$ cat src/rtl/rhs_pkg.sv
// Shared types and constants for the random-hyperplane signature block.
// Used by the channel interfaces and all rhs_* modules.
package rhs_pkg;

  localparam int NUM_PLANES_DEF  = 16;
  localparam int FEATURE_DIM_DEF = 64;

  localparam int PLANE_IDX_W = 4;
  localparam int ELEM_IDX_W  = 6;
  localparam int VALUE_W     = 16;
  localparam int PROD_W      = 2 * VALUE_W;
  localparam int ACC_W       = 38;
  localparam int SIG_W       = 16;

  // Result slots in the output queue; also the credit limit on closed vectors not yet delivered.
  localparam int OUT_DEPTH   = 8;
  localparam int OUT_PTR_W   = $clog2(OUT_DEPTH);
  localparam int OUT_CNT_W   = $clog2(OUT_DEPTH + 1);

  typedef enum logic {
    CMD_LOAD    = 1'b0,
    CMD_FEATURE = 1'b1
  } cmd_t;

  typedef logic signed [VALUE_W-1:0] value_t;
  typedef logic [SIG_W-1:0]          sig_t;

  // Control that travels beside a feature element through the MAC pipeline.
  typedef struct packed {
    logic valid;   // feature element present
    logic accum;   // element index in range: add the products
    logic last;    // emit the signature and clear
  } mac_ctl_t;

endpackage

$ cat src/rtl/rhs_sig_if.sv
// Result channel of the signature block: one signature word per vector.
// Depends on rhs_pkg for the signature width.
interface rhs_sig_if;
  logic          valid;
  logic          ready;
  rhs_pkg::sig_t signature;

  modport source (output valid, signature, input ready);
  modport sink   (input valid, signature, output ready);
endinterface

$ cat src/rtl/rhs_out_fifo.sv
// Small result queue between the MAC lanes and the result channel.
// Depends on rhs_pkg; the producer is kept from overrunning by credits.
module rhs_out_fifo (
  input  logic          clk,
  input  logic          rst,
  input  logic          push,
  input  rhs_pkg::sig_t push_data,
  rhs_sig_if.source     sig
);

  rhs_pkg::sig_t                   slots [rhs_pkg::OUT_DEPTH];
  logic [rhs_pkg::OUT_PTR_W-1:0]   wr_ptr;
  logic [rhs_pkg::OUT_PTR_W-1:0]   rd_ptr;
  logic [rhs_pkg::OUT_CNT_W-1:0]   count;
  logic                            pop;

  assign pop           = sig.valid && sig.ready;
  assign sig.valid     = (count != '0);
  assign sig.signature = slots[rd_ptr];

  always_ff @(posedge clk) begin
    if (push) begin
      slots[wr_ptr] <= push_data;
    end
  end

  always_ff @(posedge clk) begin
    if (rst) begin
      wr_ptr <= '0;
      rd_ptr <= '0;
      count  <= '0;
    end else begin
      if (push) begin
        wr_ptr <= wr_ptr + 1'b1;
      end
      if (pop) begin
        rd_ptr <= rd_ptr + 1'b1;
      end
      count <= count + rhs_pkg::OUT_CNT_W'(push) - rhs_pkg::OUT_CNT_W'(pop);
    end
  end

endmodule
$ cat src/flat_wrapper.sv
// flat-port wrapper written by rule: the top's interface ports become plain ports
module rhs_out_fifo_flat 
  (clk, rst, push, push_data, sig_valid, sig_signature, sig_ready);
  rhs_sig_if sig_i ();
  input  logic clk;
  input  logic rst;
  input  logic push;
  input  rhs_pkg::sig_t push_data;
  output wire logic [$bits(sig_i.valid)-1:0] sig_valid;
  output wire logic [$bits(sig_i.signature)-1:0] sig_signature;
  input wire logic [$bits(sig_i.ready)-1:0] sig_ready;
  assign sig_valid = sig_i.valid;
  assign sig_signature = sig_i.signature;
  assign sig_i.ready = sig_ready;
  rhs_out_fifo u_core (.clk(clk), .rst(rst), .push(push), .push_data(push_data), .sig(sig_i));
endmodule
$ cat config.mk
export PLATFORM = sky130hd
export DESIGN_NAME = rhs_out_fifo_flat
export DESIGN_NICKNAME = d
export VERILOG_FILES = /design/src/rtl/rhs_pkg.sv /design/src/rtl/rhs_sig_if.sv /design/src/rtl/rhs_out_fifo.sv /design/src/flat_wrapper.sv
export SDC_FILE = /design/constraint.sdc
export NUM_CORES = 1
export LEC_CHECK = 0
export BUFFER_PORTS_ARGS = -buffer_cell sky130_fd_sc_hd__buf_2
export CORE_ASPECT_RATIO = 1.25
export CORE_MARGIN = 2
export CORE_UTILIZATION = 55
export CTS_BUF_LIST = sky130_fd_sc_hd__clkbuf_8
export DETAILED_ROUTE_END_ITERATION = 7
export PLACE_DENSITY = 0.73
export SLEW_MARGIN = 0
export SYNTH_ARGS = -nofsm -noshare
export SYNTH_HDL_FRONTEND = slang
export SYNTH_SLANG_ARGS = --single-unit
$ cat constraint.sdc
create_clock -name clk -period 3.3 [get_ports clk]
set_input_delay 0.495 -clock clk [delete_from_list [all_inputs] [get_ports clk]]
set_output_delay 0.495 -clock clk [all_outputs]
set_load 0.01 [all_outputs]
==> impl_metrics.yaml, run 1 <==
drt:
  drt-initial-drc-count: 206
  highest_layer: "met4"
  firstDrtPassIters: 4
  wire_per_inst_um: 19.3
  ant_nets: 0
  drc: 0
  m1WireLength_um: 3770
  dr_wl_met3_um: 402
  drt_wl_total_um: 8890
  vias: 2549
  wl_met2_um: 4630
  viasPerCell: 5.54
clock_network:
  htree_levels: 4
  cts.sinks: 141
  post-cts-setup-buffers: 0
  cts_buffer_depth: 2
  cts_buffers: 17
  clock-root-buffer: "clkbuf_8"
  clk-insertion-delay-late_ns: 0.42
  clkSlewWorstSetupHoldPaths_ns: 0.07
  ctsHoldBuffers: 0
  cts_tree: "done"
  post_cts_resized: 0
floorplan:
  dieArea_sq_um: 10900
  io_pins: 37
  rows: 41
  dieHeight_um: 116
  initial_core_util_pct: 55.9
  die_x_um: 93.9
  core-area_sq_um: 9950
worst_setup_path:
  cp_max_fo: 16
  worstPathRequired_ns: 2.80
  r2r_start: "u_core.count[2]"
  worst_ep_arrival_time_ns: 2.39
  start_kind: "register"
  r2r_cells: 10
  r2r_end: "u_core.count[1]"
  crit_type: "reg -> out"
  reg2reg_setup_slack_ns: 1.18
  end_kind: "output pin"
synth:
  synth.avg_cell_area_sq_um: 21.3
  synth-main-ff-cell: "edfxtp_1"
  synth-seq-area-share_pct: 73.8
  yosys.area.top_type: "edfxtp_1"
  netlist.area_leader.share_pct: 69.1
  synth_edf_count: 128
  syn-num-nets: 288
  synthTopCellsByArea: "edfxtp_1, mux4_1, dfxtp_1, mux2_2, mux4_2"
  ys_ff_latch: 141
  async_flop_share_pct: 0
  synth_cell_types: 26
  ys_warn_count: 0
  syn_inst: 261
  ys_top_cells_by_count: "edfxtp_1, mux4_1, mux2_2"
  syn_area_sq_um: 5560
  synth_most_common_cell: "edfxtp_1"
sta:
  holdWs_ns: 0.337
  slew-limit-headroom_pct: 64.4
  worstMarginPinSlew_ns: 0.531
  clock_skew_ns: 0.00736
  hold_viol: 0
  min_period_ns: 2.88
  setup_ws_ns: 0.417
  setup-violations-final: 0
  rsz0062_at_grt: "no"
  fin_tns_setup_ns: 0
  fin_crit_sh_pct: 87.4
  fmax_ghz: 0.347
  slew_viol_final: 0
place:
  finalWeightedCongestion: 0.698
  hpwl_um: 5310
  port_buffers: 36
  preCtsSetupSlack_ns: 0.827
hold_path:
  min-delay-path-class: "in -> reg"
  worstHoldPathCells: 1
  min_to: "u_core.slots[4][4]"
  hp-start: "push_data[4]"
finish:
  fin_nets: 345
  num_antenna_cells: 0
  drive_gt1_share_pct: 31.7
  area_growth_pct: 13.9
grt:
  grt_antenna_before_repair: 0
  grt_remaining_overflow: 0
  grt_pass1_vias: 2561
  grt_max_degree: 33
  grt_pass1_wl_um: 13900
  track_usage_pct: 18.3
pwr:
  p_leak_nw: 2.17
  power_density_nw_per_um2: 631
  peakVddDrop_uv: 368
run:
  cap_violations: 0
status:
  status: "finished, final reports clean"
cell usage in the layout (no fill, tap or decap), types with 2 or more instances in the layout:
cell type	instances
xor2_1	2
clkinv_4	2
inv_1	9
o21ai_0	3
nor2_1	13
buf_4	12
clkinv_2	5
nand2_1	5
ha_1	6
mux4_1	28
bufinv_16	2
clkinvlp_4	2
nor2b_1	2
edfxtp_1	128
nand2b_1	4
nor3_2	2
a21oi_1	6
mux4_2	4
clkbuf_8	20
nand3_1	3
buf_2	36
dfxtp_1	12
mux2_2	18
power by group:
part / leakage, nW / internal (mW) / switching (mW)
clock: 0.205 / 0.724 / 0.593
combinational: 0.697 / 0.318 / 0.294
sequential: 1.27 / 2.02 / 0.0463
per-stage QoR:
stage	area [sq um]	util [%]	instances	total power [mW]
after global routing	6330	63.6	460	4.19
after global placement	5930	59.6	428	2.71
after floorplan	5560	-	261	2.54
after CTS	6330	63.6	460	4.05
final	6330	63.6	460	4.00
after detailed placement	5930	59.6	428	2.73
layout make-up:
class,count,area [sq um]
clock buffers,20,275
clock inverters,12,121
fillers,694,3620
inverters,8,30.0
multi-input cells,102,1370
flip-flops and latches,141,4110
well taps,129,161
repair buffers,48,270
critical path: stages (launching register included):
cell and delay (ns):
dfxtp_2 0.65, buf_4 0.31, mux4_1 0.57, mux2_2 0.29
buf_2 0.14
state kept, by name, indices dropped and copies added, names as in the netlist, named ones only:
| name | flops |
|---|---|
| u_core.slots | 128 |
| u_core.count | 4 |
| u_core.rd_ptr | 3 |
| u_core.wr_ptr | 3 |
routing by layer:
| metal | vias to the layer above | GRT usage (%) |
|---|---|---|
| met4 | 0 | 7.25 |
| met1 | 1297 | 24.0 |
| met3 | 6 | 5.55 |
| met5 | - | 0 |
| li1 | 1188 | - |
| met2 | 58 | 29.1 |
cells by family after synthesis:
logic type / count (synthesis) / share of synthesized area, %
flip-flops: 141 / 73.8
multiplexers: 51 / 18.7
AND/OR/NAND/NOR: 31 / 2.59
buffers and inverters: 18 / 1.78
AO/OA/AOI/OAI: 10 / 0.968
adder cells (fa/ha/maj): 7 / 1.71
XOR/XNOR: 3 / 0.473
worst max path at each step:
stage / from / slack (ns) / endpoint
6_report: register / 0.42 / sig_signature[1]
5_1_grt: register / 0.27 / sig_signature[3]
4_1_cts: register / 0.35 / sig_signature[1]
3_5_place_dp: register / 0.83 / sig_signature[1]
3_3_place_gp: register / 0.85 / sig_signature[3]
2_1_floorplan: push / 1.17 / u_core.slots[0][0]
Power figures use the tool's default switching activity.
==> run 2, diff against run 1 <==
- ABC_AREA: default -> 1
- CTS_CLUSTER_DIAMETER: default -> 150
==> impl_metrics.yaml, run 2 <==
sta:
  fmax_ghz: 0.373
  worstMarginPinSlew_ns: 1.14
  fin_crit_sh_pct: 81.3
  fin_tns_setup_ns: 0
  setup-violations-final: 0
  rsz0062_at_grt: "no"
  slew_viol_final: 0
  min_period_ns: 2.68
  slew-limit-headroom_pct: 24.1
  hold_viol: 0
  clock_skew_ns: 0.0131
synth:
  ys_ff_latch: 141
  synth-seq-area-share_pct: 65.7
  syn_area_sq_um: 6240
  synth.avg_cell_area_sq_um: 9.74
  synth-main-ff-cell: "edfxtp_1"
  yosys.area.top_type: "edfxtp_1"
  netlist.area_leader.share_pct: 61.6
  ys_top_cells_by_count: "nand2_1, inv_1, edfxtp_1"
  ys_warn_count: 0
  syn-num-nets: 668
  synth_cell_types: 16
  synth_edf_count: 128
  synth_most_common_cell: "nand2_1"
  synthTopCellsByArea: "edfxtp_1, nand2_1, inv_1, nand3_1, dfxtp_1"
  syn_inst: 641
  async_flop_share_pct: 0
drt:
  drc: 0
  drt_wl_total_um: 12000
  firstDrtPassIters: 5
  vias: 4167
  highest_layer: "met4"
  m1WireLength_um: 4840
  wire_per_inst_um: 14.4
  dr_wl_met3_um: 668
  wl_met2_um: 6230
  viasPerCell: 5.00
  drt-initial-drc-count: 240
  ant_nets: 0
finish:
  regMostFlops: "u_core.slots"
  fin_nets: 713
  stdcell_count: 834
  largest_reg_flops: 128
  mostFrequentLayoutCell: "nand2_1"
  area_growth_pct: 11.7
  fill_cells: 875
  drive_gt1_share_pct: 12.2
  fin_util_pct: 63.0
  num_antenna_cells: 0
  final_cell_mix: "nand2_1, inv_1, edfxtp_1"
  top_regs: "u_core.slots: 128 flops, u_core.count: 4 flops"
worst_setup_path:
  end_kind: "output pin"
  max_stage_delay_ns: 0.81
  crit_type: "reg -> out"
  worstPathRequired_ns: 2.80
  start_kind: "register"
  cp_max_fo: 32
  slowest_stage: "inv_1"
  crit_chain: "inv_1 -> nand3_1 -> nand2_1 -> nand2_1 -> nand2_1 -> buf_2"
  r2r_cells: 10
  worst_ep_arrival_time_ns: 2.19
  cp_common_cell: "nand2_1"
clock_network:
  ctsHoldBuffers: 0
  cts_buffers: 17
  post-cts-setup-buffers: 0
  post_cts_resized: 0
  clock-root-buffer: "clkbuf_8"
  clkSlewWorstSetupHoldPaths_ns: 0.07
  htree_levels: 4
  clk-insertion-delay-late_ns: 0.44
  cts_tree: "done"
  cts.sinks: 141
  cts_buffer_depth: 2
floorplan:
  core-area_sq_um: 11100
  dieArea_sq_um: 12200
  initial_core_util_pct: 56.3
  die_x_um: 99.3
  dieHeight_um: 123
  rows: 43
  io_pins: 37
run:
  cap_violations: 0
place:
  port_buffers: 36
  place_inst: 802
  hpwl_um: 6850
  finalWeightedCongestion: 0.797
grt:
  grt_remaining_overflow: 0
  grt_antenna_before_repair: 0
  track_usage_pct: 21.4
  grt_pass1_vias: 4250
  grt_max_degree: 65
  grt_pass1_wl_um: 19600
pwr:
  power_mw: 4.67
  power_density_nw_per_um2: 669
  peakVddDrop_uv: 453
  p_leak_nw: 3.27
hold_path:
  min-delay-path-class: "in -> reg"
  worstHoldPathCells: 2
status:
  status: "finished, final reports clean"
==> run 2: cell types whose count changed after synthesis, moves of 3 or more <==
cell / previous run / this run
nand2_1: 5 / 222
inv_1: 8 / 145
nand3_1: 3 / 69
mux4_1: 28 / 0
mux2_2: 18 / 0
buf_2: 0 / 12
nor2_1: 13 / 18
buf_1: 4 / 0
buf_4: 0 / 4
mux4_2: 4 / 0
nand2b_1: 4 / 0
buf_6: 4 / 7
==> run 2: per-stage QoR <==
stage / worst slack, ns / instance area, sq um / hold WS (ns)
detailed placement: 1.09 / 6520 / 0.502
global route: 0.413 / 6980 / 0.230
CTS: 0.551 / 6980 / 0.232
floorplan: 1.35 / 6240 / 0.463
finish: 0.618 / 6980 / 0.253
global placement: 1.12 / 6520 / 0.478
==> run 2: path summary, 6_finish.rpt <==
check | start | end | slack (ns)
hold / removal | rst | u_core.count[1] | 0.25
hold reg to reg | u_core.wr_ptr[0] | u_core.wr_ptr[0] | 0.50
setup reg to reg | u_core.count[2] | u_core.count[2] | 1.37
setup / recovery | register | sig_signature[2] | 0.62
==> run 2: cell type report <==
cell class | count | area [sq um] | area share (%)
timing repair buffer | 49 | 278 | 3.98
tap | 135 | 169 | 2.42
clock inverter | 11 | 165 | 2.37
multi-input combinational | 331 | 1420 | 20.4
clock buffer | 21 | 289 | 4.14
sequential | 141 | 4110 | 58.8
inverter | 146 | 548 | 7.85
==> run 2: logic make-up (layout without fill, tap and decap cells) <==
logic type / count (synthesis) / count (layout) / synth area share [%]
adders and majority gates: 7 / 7 / 1.52
AOI/OAI and AO/OA: 12 / 12 / 0.962
and+or+nand+nor: 312 / 312 / 20.3
DFF: 141 / 141 / 65.7
buffers and inverters: 169 / 227 / 11.5
==> run 2: worst max-delay path: cells and delay by family (launching register included) <==
kind | cells | cell delay [ns]
buf+inv | 2 | 0.95
flops | 1 | 0.31
simple gates | 4 | 0.48
==> run 2: metal layers <==
metal  track usage (%)  up-vias
li1                  -     2078
met1              23.9     1935
met2              37.5      127
met3              6.44       27
met4              9.76        0
met5                 0        -
==> run 2: power breakdown <==
part	switching (mW)	internal (mW)	total (mW)	leakage [nW]
combinational	0.725	0.371	1.10	1.78
clock	0.623	0.900	1.52	0.225
sequential	0.0299	2.02	2.05	1.27
